`src/hw/rtl/trf_pkg.sv`:
```
// ----------------------------------------------------------------------------
// trf_pkg
// Shared types and constants for the TLV record finder.
// ----------------------------------------------------------------------------
package trf_pkg;

   // Bytes in a record header: type low/high, length low/high
   localparam int unsigned HDR_BYTES = 4;

   // Result queue depth; two free slots are needed to take a transaction
   localparam int unsigned RSP_DEPTH = 4;
   localparam int unsigned RSP_AW    = $clog2(RSP_DEPTH);

   typedef enum logic [2:0] {
      PH_TYPE_LO  = 3'd0,
      PH_TYPE_HI  = 3'd1,
      PH_LEN_LO   = 3'd2,
      PH_LEN_HI   = 3'd3,
      PH_VALUE    = 3'd4
   } phase_type;

   typedef enum logic [1:0] {
      ST_FOUND  = 2'd0,
      ST_ABSENT = 2'd1,
      ST_TRUNC  = 2'd2
   } status_type;

   localparam logic KIND_VALUE  = 1'b0;
   localparam logic KIND_STATUS = 1'b1;

   typedef struct packed {
      logic       kind;
      logic [7:0] value_byte;
      logic [1:0] status;
      logic       last_result;
   } result_type;

endpackage

```
`src/hw/rtl/trf_if.sv`:
```
// ----------------------------------------------------------------------------
// trf_req_if / trf_rsp_if
// Valid/ready channels carrying payload bytes in and results out.
// ----------------------------------------------------------------------------
interface trf_req_if;
   logic       valid;
   logic       ready;
   logic [7:0] data_byte;
   logic       payload_end;

   modport source (output valid, output data_byte, output payload_end, input ready);
   modport sink   (input valid, input data_byte, input payload_end, output ready);
endinterface

interface trf_rsp_if;
   logic       valid;
   logic       ready;
   logic       kind;
   logic [7:0] value_byte;
   logic [1:0] status;
   logic       last_result;

   modport source (output valid, output kind, output value_byte, output status,
                   output last_result, input ready);
   modport sink   (input valid, input kind, input value_byte, input status,
                   input last_result, output ready);
endinterface

```
`src/hw/rtl/tlv_record_finder_core.sv`:
```
// ----------------------------------------------------------------------------
// tlv_record_finder_core
// Extracts the value bytes of the first record of the configured type from a
// little-endian type/length/value byte stream and reports an end status.
// ----------------------------------------------------------------------------
// Throughput: one payload byte per cycle while the four-entry result queue
//   has two free slots; a byte giving two results is still taken at once and
//   the queue absorbs the extra result. Results are registered into the queue.
// Reset: synchronous; clears the parser state, the result queue and the
//   wanted type register (to zero).
module tlv_record_finder_core (
   input  logic             clock,
   input  logic             reset,
   trf_req_if.sink          req_if,
   trf_rsp_if.source        rsp_if,
   input  logic             csr_we,
   input  logic [15:0]      csr_wdata
);
   import trf_pkg::*;

   logic [15:0]      wanted_type_ff;
   phase_type        phase_ff, phase_in;
   logic [7:0]       type_low_ff, type_low_in;
   logic [7:0]       length_low_ff, length_low_in;
   logic [15:0]      bytes_left_ff, bytes_left_in;
   logic             in_match_ff, in_match_in;
   logic             found_done_ff, found_done_in;

   result_type       queue_ff [RSP_DEPTH];
   logic [RSP_AW-1:0] wr_ptr_ff, rd_ptr_ff;
   logic [RSP_AW:0]   count_ff, count_in;

   logic             req_take, rsp_take;
   logic             emit_value;
   logic [15:0]      length_word;
   status_type       end_status;
   result_type       value_res, status_res, first_res;
   logic [1:0]       push_n;
   logic [RSP_AW-1:0] wr_ptr_nxt;

   assign req_take    = req_if.valid && req_if.ready;
   assign rsp_take    = rsp_if.valid && rsp_if.ready;
   assign length_word = {req_if.data_byte, length_low_ff};

   // Next phase
   always_comb begin
      phase_in = phase_ff;
      if (!found_done_ff) begin
         case (phase_ff)
            PH_TYPE_HI: phase_in = PH_LEN_LO;
            PH_LEN_LO:  phase_in = PH_LEN_HI;
            PH_LEN_HI:  phase_in = (length_word == 16'd0) ? PH_TYPE_LO : PH_VALUE;
            PH_VALUE:   phase_in = (bytes_left_ff == 16'd1) ? PH_TYPE_LO : PH_VALUE;
            default:    phase_in = PH_TYPE_HI;
         endcase
      end
   end

   // Datapath updates and results
   always_comb begin
      type_low_in   = type_low_ff;
      length_low_in = length_low_ff;
      bytes_left_in = bytes_left_ff;
      in_match_in   = in_match_ff;
      found_done_in = found_done_ff;
      emit_value    = 1'b0;
      if (!found_done_ff) begin
         case (phase_ff)
            PH_TYPE_HI: in_match_in = ({req_if.data_byte, type_low_ff} == wanted_type_ff);
            PH_LEN_LO:  length_low_in = req_if.data_byte;
            PH_LEN_HI: begin
               if (length_word == 16'd0) begin
                  found_done_in = in_match_ff;
               end else begin
                  bytes_left_in = length_word;
               end
            end
            PH_VALUE: begin
               emit_value    = in_match_ff;
               bytes_left_in = bytes_left_ff - 16'd1;
               if (bytes_left_ff == 16'd1) begin
                  found_done_in = in_match_ff;
               end
            end
            default:    type_low_in = req_if.data_byte;
         endcase
      end

      if (found_done_in) begin
         end_status = ST_FOUND;
      end else if (phase_in == PH_VALUE) begin
         end_status = ST_TRUNC;
      end else begin
         end_status = ST_ABSENT;
      end

      value_res.kind         = KIND_VALUE;
      value_res.value_byte   = req_if.data_byte;
      value_res.status       = ST_FOUND;
      value_res.last_result  = 1'b0;
      status_res.kind        = KIND_STATUS;
      status_res.value_byte  = 8'd0;
      status_res.status      = end_status;
      status_res.last_result = 1'b1;
      first_res              = emit_value ? value_res : status_res;
      push_n = req_take ? (2'(emit_value) + 2'(req_if.payload_end)) : 2'd0;
   end

   assign wr_ptr_nxt = wr_ptr_ff + RSP_AW'(1);
   assign count_in   = count_ff + (RSP_AW+1)'(push_n) - (RSP_AW+1)'(rsp_take);

   assign req_if.ready       = (count_ff <= (RSP_AW+1)'(RSP_DEPTH - 2));
   assign rsp_if.valid       = (count_ff != '0);
   assign rsp_if.kind        = queue_ff[rd_ptr_ff].kind;
   assign rsp_if.value_byte  = queue_ff[rd_ptr_ff].value_byte;
   assign rsp_if.status      = queue_ff[rd_ptr_ff].status;
   assign rsp_if.last_result = queue_ff[rd_ptr_ff].last_result;

   always_ff @(posedge clock) begin
      if (reset) begin
         wanted_type_ff <= 16'd0;
         phase_ff       <= PH_TYPE_LO;
         type_low_ff    <= 8'd0;
         length_low_ff  <= 8'd0;
         bytes_left_ff  <= 16'd0;
         in_match_ff    <= 1'b0;
         found_done_ff  <= 1'b0;
         wr_ptr_ff      <= '0;
         rd_ptr_ff      <= '0;
         count_ff       <= '0;
      end else begin
         if (csr_we) begin
            wanted_type_ff <= csr_wdata;
         end
         if (req_take) begin
            if (req_if.payload_end) begin
               // drop all record state once the end status is queued
               phase_ff      <= PH_TYPE_LO;
               type_low_ff   <= 8'd0;
               length_low_ff <= 8'd0;
               bytes_left_ff <= 16'd0;
               in_match_ff   <= 1'b0;
               found_done_ff <= 1'b0;
            end else begin
               phase_ff      <= phase_in;
               type_low_ff   <= type_low_in;
               length_low_ff <= length_low_in;
               bytes_left_ff <= bytes_left_in;
               in_match_ff   <= in_match_in;
               found_done_ff <= found_done_in;
            end
         end
         wr_ptr_ff <= wr_ptr_ff + RSP_AW'(push_n);
         if (rsp_take) begin
            rd_ptr_ff <= rd_ptr_ff + RSP_AW'(1);
         end
         count_ff <= count_in;
      end
   end

   // Result queue storage; a value byte goes ahead of its end status
   always_ff @(posedge clock) begin
      if (push_n != 2'd0) begin
         queue_ff[wr_ptr_ff] <= first_res;
      end
      if (push_n == 2'd2) begin
         queue_ff[wr_ptr_nxt] <= status_res;
      end
   end

endmodule

```
`src/flat_wrapper.sv`:
```
// flat-port wrapper written by rule: the top's interface ports become plain ports
module tlv_record_finder_core_flat import trf_pkg::*;
  (clock, reset, csr_we, csr_wdata, req_if_valid, req_if_data_byte, req_if_payload_end, req_if_ready, rsp_if_valid, rsp_if_kind, rsp_if_value_byte, rsp_if_status, rsp_if_last_result, rsp_if_ready);
  trf_req_if req_if_i ();
  trf_rsp_if rsp_if_i ();
  input  logic clock;
  input  logic reset;
  input  logic csr_we;
  input  logic [15:0] csr_wdata;
  input wire logic [$bits(req_if_i.valid)-1:0] req_if_valid;
  input wire logic [$bits(req_if_i.data_byte)-1:0] req_if_data_byte;
  input wire logic [$bits(req_if_i.payload_end)-1:0] req_if_payload_end;
  output wire logic [$bits(req_if_i.ready)-1:0] req_if_ready;
  output wire logic [$bits(rsp_if_i.valid)-1:0] rsp_if_valid;
  output wire logic [$bits(rsp_if_i.kind)-1:0] rsp_if_kind;
  output wire logic [$bits(rsp_if_i.value_byte)-1:0] rsp_if_value_byte;
  output wire logic [$bits(rsp_if_i.status)-1:0] rsp_if_status;
  output wire logic [$bits(rsp_if_i.last_result)-1:0] rsp_if_last_result;
  input wire logic [$bits(rsp_if_i.ready)-1:0] rsp_if_ready;
  assign req_if_i.valid = req_if_valid;
  assign req_if_i.data_byte = req_if_data_byte;
  assign req_if_i.payload_end = req_if_payload_end;
  assign req_if_ready = req_if_i.ready;
  assign rsp_if_valid = rsp_if_i.valid;
  assign rsp_if_kind = rsp_if_i.kind;
  assign rsp_if_value_byte = rsp_if_i.value_byte;
  assign rsp_if_status = rsp_if_i.status;
  assign rsp_if_last_result = rsp_if_i.last_result;
  assign rsp_if_i.ready = rsp_if_ready;
  tlv_record_finder_core u_core (.clock(clock), .reset(reset), .req_if(req_if_i), .rsp_if(rsp_if_i), .csr_we(csr_we), .csr_wdata(csr_wdata));
endmodule
```
`config.mk`:
```
export PLATFORM = sky130hd
export DESIGN_NAME = tlv_record_finder_core_flat
export DESIGN_NICKNAME = d
export VERILOG_FILES = /design/src/hw/rtl/trf_pkg.sv /design/src/hw/rtl/trf_if.sv /design/src/hw/rtl/tlv_record_finder_core.sv /design/src/flat_wrapper.sv
export SDC_FILE = /design/constraint.sdc
export NUM_CORES = 1
export LEC_CHECK = 0
export ABC_AREA = 1
export BUFFER_PORTS_ARGS = -buffer_cell sky130_fd_sc_hd__buf_2
export CORE_ASPECT_RATIO = 1.2
export CORE_MARGIN = 4
export CORE_UTILIZATION = 30
export DETAILED_ROUTE_END_ITERATION = 16
export SYNTH_ARGS = -nofsm -noshare
export SYNTH_HDL_FRONTEND = slang
export SYNTH_SLANG_ARGS = --single-unit
```
`constraint.sdc`:
```
create_clock -name clock -period 3.3 [get_ports clock]
set_clock_uncertainty 0.1 [all_clocks]
set_input_delay 0.495 -clock clock [delete_from_list [all_inputs] [get_ports clock]]
set_output_delay 0.495 -clock clock [all_outputs]
set_load 0.005 [all_outputs]
```
---- Word level (Yosys, flattened, before mapping) ----
Memories as Yosys holds them, arrays and structs flattened. A register that Yosys moved wholly into a read port is not among the register bits.
Cells that the tools add are included.
Widths: inputs -> output; s select.
word-level totals
  memory bits (writable) .................. 48
  logic and storage cells ................. 78
  memories ................................ 1
  output and inout port bits .............. 14
  input port bits ......................... 30
  register bits after elaboration ......... 60
cells by class
  reductions and logical operators ........ 13
  $add $sub $neg .......................... 7
  muxes and demuxes ....................... 35
  equal/unequal tests ..................... 11
  order comparisons ....................... 1
memories
  name             depth  bits a word  read ports  clocked after Yosys merged registers in  wr ports  RTL line                      source
  u_core.queue_ff  4      12           1           1                                        2         tlv_record_finder_core.sv:29  result_type queue_ff [RSP_DEPTH];
operators with widths
  operator               number
  $mux 16                3
  $mux 8                 6
  $pmux 16 s2            1
  $eq 16x1->1 const B    1
  $eq 16x16->1           1
  $logic_not 16->1       1
  $sub 16x1->16 const B  1
  $mux 1                 13
  $mux 12                1
  $mux 3                 4
  $pmux 3 s4             1
  $mux 2                 5
  $reduce_and 3->1       3
  $eq 3x2->1 const B     2
  $eq 3x3->1 const B     2
  $reduce_bool 2->1      3
  $reduce_bool 3->1      2
  $add 2x1->2 const B    2
  $reduce_and 4->1       1
  $reduce_or 4->1        1
  $add 3x2->3            1
  $eq 3x1->1 const B     1
  $le 3x2->1 const B     1
  $ne 3x3->1 const B     1
  other kinds (8)        9

---- Depth between registers and ports, before layout ----
  depth in word-level cells ............... 8
  gate-level depth with buffers ........... 14
  gate-level depth less buffers ........... 13

---- Worst setup path after synthesis ----
Ideal clock, no wire load.
  kind .................................... reg2reg
  start ................................... reg u_core.phase_ff[1]
  end ..................................... reg u_core.count_ff[2]
  library setup time ...................... 0.120 ns
  cell stages (with the launch flop) ...... 14
  slack ................................... 0.808 ns
  arrival ................................. 2.272 ns
  buffers on the path ..................... 1
  required time ........................... 3.080 ns
  clock period less this slack ............ 2.492 ns
  path through ............................ dfxtp_1 > nor3_4 > buf_4 > nand3_2 > inv_1 > ha_1 > inv_1 > nor2_2 > inv_1 > ha_1 > inv_1 > fa_1 > o21ai_0 > a21oi_1
between the ends
  word-level cells in the longest chain between the ends .. 7
ends and longest elaborated chain
  element                 RTL line                       source
  start, declared         tlv_record_finder_core.sv:22   phase_type phase_ff, phase_in;
  start signal, assigned  tlv_record_finder_core.sv:145  phase_ff <= phase_in;
  $eq 3x3->1              tlv_record_finder_core.sv:68   case (phase_ff)
  $mux 1                  tlv_record_finder_core.sv:68
  $mux 1                  tlv_record_finder_core.sv:67   if (!found_done_ff) begin
  $add 1x1->2             tlv_record_finder_core.sv:106  push_n = req_take ? (2'(emit_value) + 2'(req_if.payload_end)) : 2'd0;
  $mux 2                  tlv_record_finder_core.sv:106
  $add 3x2->3             tlv_record_finder_core.sv:110  assign count_in = count_ff + (RSP_AW+1)'(push_n) - (RSP_AW+1)'(rsp_take);
  $sub 3x1->3             tlv_record_finder_core.sv:110
  end signal, assigned    tlv_record_finder_core.sv:157  count_ff <= count_in;
  end, declared           tlv_record_finder_core.sv:31   logic [RSP_AW:0] count_ff, count_in;
Every way passes these cells.
A chain may end at the register's enable or synchronous reset.

---- Final worst setup path ----
Same ends and word-level chain as after synthesis.

==> flow_summary.html <==
<table>
<tr><th>Metric</th><th>Value</th></tr>
<tr><th colspan="2">STA</th></tr>
<tr><td>Minimum clock period</td><td>2.770 ns</td></tr>
<tr><td>Setup tns final</td><td>0 ns</td></tr>
<tr><td>Fin crit share</td><td>83.93%</td></tr>
<tr><td>Worst-Margin Slew</td><td>0.9313 ns</td></tr>
<tr><td>Final Max Slew Viols</td><td>0</td></tr>
<tr><td>Slew Limit Headroom</td><td>37.84%</td></tr>
<tr><td>Hold Fails Final Rpt</td><td>0</td></tr>
<tr><td>Maximum clock rate</td><td>0.3611 GHz</td></tr>
<tr><td>Number of setup violations in the final report</td><td>0</td></tr>
<tr><td>RSZ-0062 raised after global routing</td><td>false</td></tr>
<tr><th colspan="2">Die</th></tr>
<tr><td>Total Die Area</td><td>0.02001 mm2</td></tr>
<tr><td>Height of the die</td><td>154.2 um</td></tr>
<tr><td>X dimension of the die</td><td>129.8 um</td></tr>
<tr><td>Core footprint</td><td>between 0.015 and 0.02 mm2</td></tr>
<tr><td>I/O Pins</td><td>44</td></tr>
<tr><td>Number of standard-cell rows in the floorplan</td><td>between 50 and 60</td></tr>
<tr><td>Initial core utilization</td><td>30.50%</td></tr>
<tr><th colspan="2">Layout</th></tr>
<tr><td>Final-stage net count</td><td>825</td></tr>
<tr><td>Final Cell Area</td><td>~0.006 mm2</td></tr>
<tr><td>Area growth from synthesis to layout</td><td>12.07%</td></tr>
<tr><td>Ratio of cells with drive above 1 in the final layout</td><td>10.86%</td></tr>
<tr><td>Inserted Diodes</td><td>0</td></tr>
<tr><th colspan="2">Yosys</th></tr>
<tr><td>Gate Count Post-Synth</td><td>758</td></tr>
<tr><td>Number of flops mapped to enable cells by yosys</td><td>8</td></tr>
<tr><td>Area share of the leading cell type in the synthesized netlist</td><td>36.74%</td></tr>
<tr><td>Post-synthesis average cell area</td><td>7.045 um2</td></tr>
<tr><td>Number of warnings printed during yosys synthesis</td><td>0</td></tr>
<tr><td>Cell with the most instances after synthesis</td><td>nor2_1</td></tr>
<tr><td>Share of synthesized area occupied by flip-flops and latches</td><td>roughly two fifths</td></tr>
<tr><td>Flip-flop and latch count after synthesis</td><td>~110</td></tr>
<tr><td>Post-Syn Nets</td><td>796</td></tr>
<tr><td>Synth Cell Area</td><td>0.005340 mm2</td></tr>
<tr><td>Leading register cell type out of synthesis</td><td>dfxtp_1</td></tr>
<tr><td>Largest cells by area after synthesis</td><td>dfxtp_1, o21ai_0, nor2_1, nand2_1, a21oi_1</td></tr>
<tr><td>Largest area contributor in the netlist</td><td>dfxtp_1</td></tr>
<tr><td>Number of library cell types mapped by synthesis</td><td>36</td></tr>
<tr><td>Post-synth ARST share</td><td>0%</td></tr>
<tr><td>Post-synth top cells</td><td>nor2_1, nand2_1, o21ai_0</td></tr>
<tr><th colspan="2">Detailed routing</th></tr>
<tr><td>Routed wire length</td><td>about 13 mm</td></tr>
<tr><td>Routed wirelength normalized by instance count</td><td>12.92 um</td></tr>
<tr><td>Pre-antenna DRT Iters</td><td>5</td></tr>
<tr><td>Initial DRC count</td><td>325</td></tr>
<tr><td>DRC</td><td>0</td></tr>
<tr><td>Total number of vias</td><td>a little under 5000</td></tr>
<tr><td>Vias per inst</td><td>4.790</td></tr>
<tr><td>Remaining antenna violation count</td><td>0</td></tr>
<tr><th colspan="2">Clock network</th></tr>
<tr><td>Root buffer cell</td><td>clkbuf_16</td></tr>
<tr><td>CTS clk-pin slew, worst paths</td><td>0.07 ns</td></tr>
<tr><td>Clock latency reported for the late side of the worst-skew pair</td><td>0.36 ns</td></tr>
<tr><td>Post-CTS Setup Bufs</td><td>0</td></tr>
<tr><td>CTS hold repair buffers</td><td>0</td></tr>
<tr><td>Total clock buffers created by CTS</td><td>9</td></tr>
<tr><td>Clock tree from TritonCTS</td><td>done</td></tr>
<tr><td>Number of gates resized after CTS</td><td>0</td></tr>
<tr><td>Sink count of the clock tree</td><td>106</td></tr>
<tr><td>Longest Clk Path Bufs</td><td>2</td></tr>
<tr><td>H-tree level count</td><td>3</td></tr>
<tr><th colspan="2">Global routing</th></tr>
<tr><td>Remaining Overflow, GRT</td><td>0</td></tr>
<tr><td>Number of antenna violations at the first check in global routing</td><td>0</td></tr>
<tr><td>Vias in the first global route</td><td>~4500</td></tr>
<tr><td>Global-route wire length before repair</td><td>~22 mm</td></tr>
<tr><td>Pin count of the biggest net entering global routing</td><td>38</td></tr>
<tr><td>Total Routing Usage GR</td><td>13.63%</td></tr>
<tr><th colspan="2">Critical path</th></tr>
<tr><td>Worst path top cell family by delay</td><td>adder cells</td></tr>
<tr><td>Worst path cell trace</td><td>nor3_4 -&gt; nand3_2 -&gt; inv_1 -&gt; ha_1 -&gt; inv_1 -&gt; nor2_2 -&gt; inv_1 -&gt; ha_1 -&gt; inv_1 -&gt; fa_1 -&gt; o21ai_0 -&gt; a21oi_1</td></tr>
<tr><td>Kind of start point of the critical path</td><td>flip-flop</td></tr>
<tr><td>WS Path Type</td><td>reg -&gt; reg</td></tr>
<tr><td>Worst setup EP type</td><td>flip-flop</td></tr>
<tr><td>Slowest cell on the critical path</td><td>fa_1</td></tr>
<tr><td>CP dominant cell by count</td><td>inv_1</td></tr>
<tr><td>Biggest cell delay along the critical path</td><td>0.43 ns</td></tr>
<tr><td>Arr. time, crit path</td><td>2.92 ns</td></tr>
<tr><td>Buffers &amp; Inverters on Critical Path</td><td>4</td></tr>
<tr><td>Worst Path Max Fanout</td><td>12</td></tr>
<tr><td>Required time worst endpoint</td><td>3.45 ns</td></tr>
<tr><th colspan="2">Pwr</th></tr>
<tr><td>Static power due to leakage</td><td>0.002562 uW</td></tr>
<tr><td>Power per Cell Area</td><td>651.5 mW/mm2</td></tr>
<tr><td>Worst voltage drop across the vdd grid</td><td>just under 0.4 mV</td></tr>
<tr><th colspan="2">Run status</th></tr>
<tr><td>Result of the run</td><td>finished clean</td></tr>
<tr><th colspan="2">Placement</th></tr>
<tr><td>Final weighted congestion in routability-driven placement</td><td>0.7900</td></tr>
<tr><td>Hpwl dp</td><td>9.607 mm</td></tr>
<tr><td>Area after detailed placement</td><td>approximately 0.0057 mm2</td></tr>
<tr><td>IO Port Bufs</td><td>43</td></tr>
<tr><th colspan="2">Job</th></tr>
<tr><td>Count of max-cap constraint violations</td><td>0</td></tr>
<tr><th colspan="2">Min path</th></tr>
<tr><td>Class of the tightest hold or removal check</td><td>in -&gt; reg</td></tr>
</table>
per-layer routing:
layer  part of all wire, %  global-route usage (%)  vias to the layer above  wire, um
met5                     0                       0                        -         0
met4                   1.1                   3.366                        0       140
met3                   4.0                   3.370                       11       526
met2                    49                   22.68                       87      6378
met1                    46                   17.65                     2210      6026
li1                      -                       -                     2539         -
path summary, 6_finish.rpt:
check	start	end	slack, ns	depth (start not counted)
setup / recovery	u_core.phase_ff[1]	u_core.count_ff[2]	0.53	12
setup reg to reg	u_core.phase_ff[1]	u_core.count_ff[2]	0.53	12
hold / removal	csr_wdata[5]	u_core.wanted_type_ff[5]	0.26	3
hold reg to reg	u_core.queue_ff[2][0]	u_core.queue_ff[2][0]	0.36	2
kinds of logic after synthesis:
family | synth area share [%]
compound gates | 20.76
xor+xnor | 1.476
flops | 41.24
fa+ha+maj | 2.015
buf+inv | 9.442
simple gates | 25.07
cells in the final DEF, fill, tap and decap left out, drive strengths merged, types with 9 or more instances in the layout:
master	n
nand2	121
o21ai	108
dfxtp	98
inv	91
nand3	30
nor2	140
o22ai	16
nor3	11
a21oi	84
clkbuf	9
buf	46
stage by stage:
step	instances	util, %	total power [uW]	hold WS (ns)	setup slack [ns]
after floorplan	758	-	2512	0.3212	0.8079
after global placement	996	32.47	2815	0.3531	0.6550
after detailed placement	996	32.47	2822	0.3527	0.5399
after CTS	1012	34.18	3941	0.2459	0.5193
after global routing	1012	34.18	4187	0.2613	0.2619
final	1012	34.18	3899	0.2586	0.5303
report_power, final:
group          leakage [uW]  switching [uW]  internal (uW)
sequential         0.000884             159           1550
combinational       0.00153             645            430
clock              0.000151             514            596
total               0.00256            1320           2580
worst min-delay path, cell delays in order:
cell and delay (ns):
buf_2 0.07, nor2_1 0.03, nor2_1 0.08
final cells by class:
class / count / area, um2
clock buffer: 9 / 225.2
multi-input combinational: 535 / 2634
tap: 220 / 275.3
inverter: 89 / 335.3
fill: 1939 / 11520
sequential: 106 / 2202
timing repair buffer: 46 / 237.7
clock inverter: 7 / 75.07
state kept, by name, summed over array words and instances, names as in the netlist, named ones only:
register and flops:
u_core.in_match_ff 1, u_core.count_ff 3, u_core.found_done_ff 1, u_core.type_low_ff 8, u_core.length_low_ff 8, u_core.wr_ptr_ff 2
u_core.queue_ff 44, u_core.rd_ptr_ff 2, u_core.phase_ff 3, u_core.wanted_type_ff 16, u_core.bytes_left_ff 16
Power figures use the tool's default switching activity.
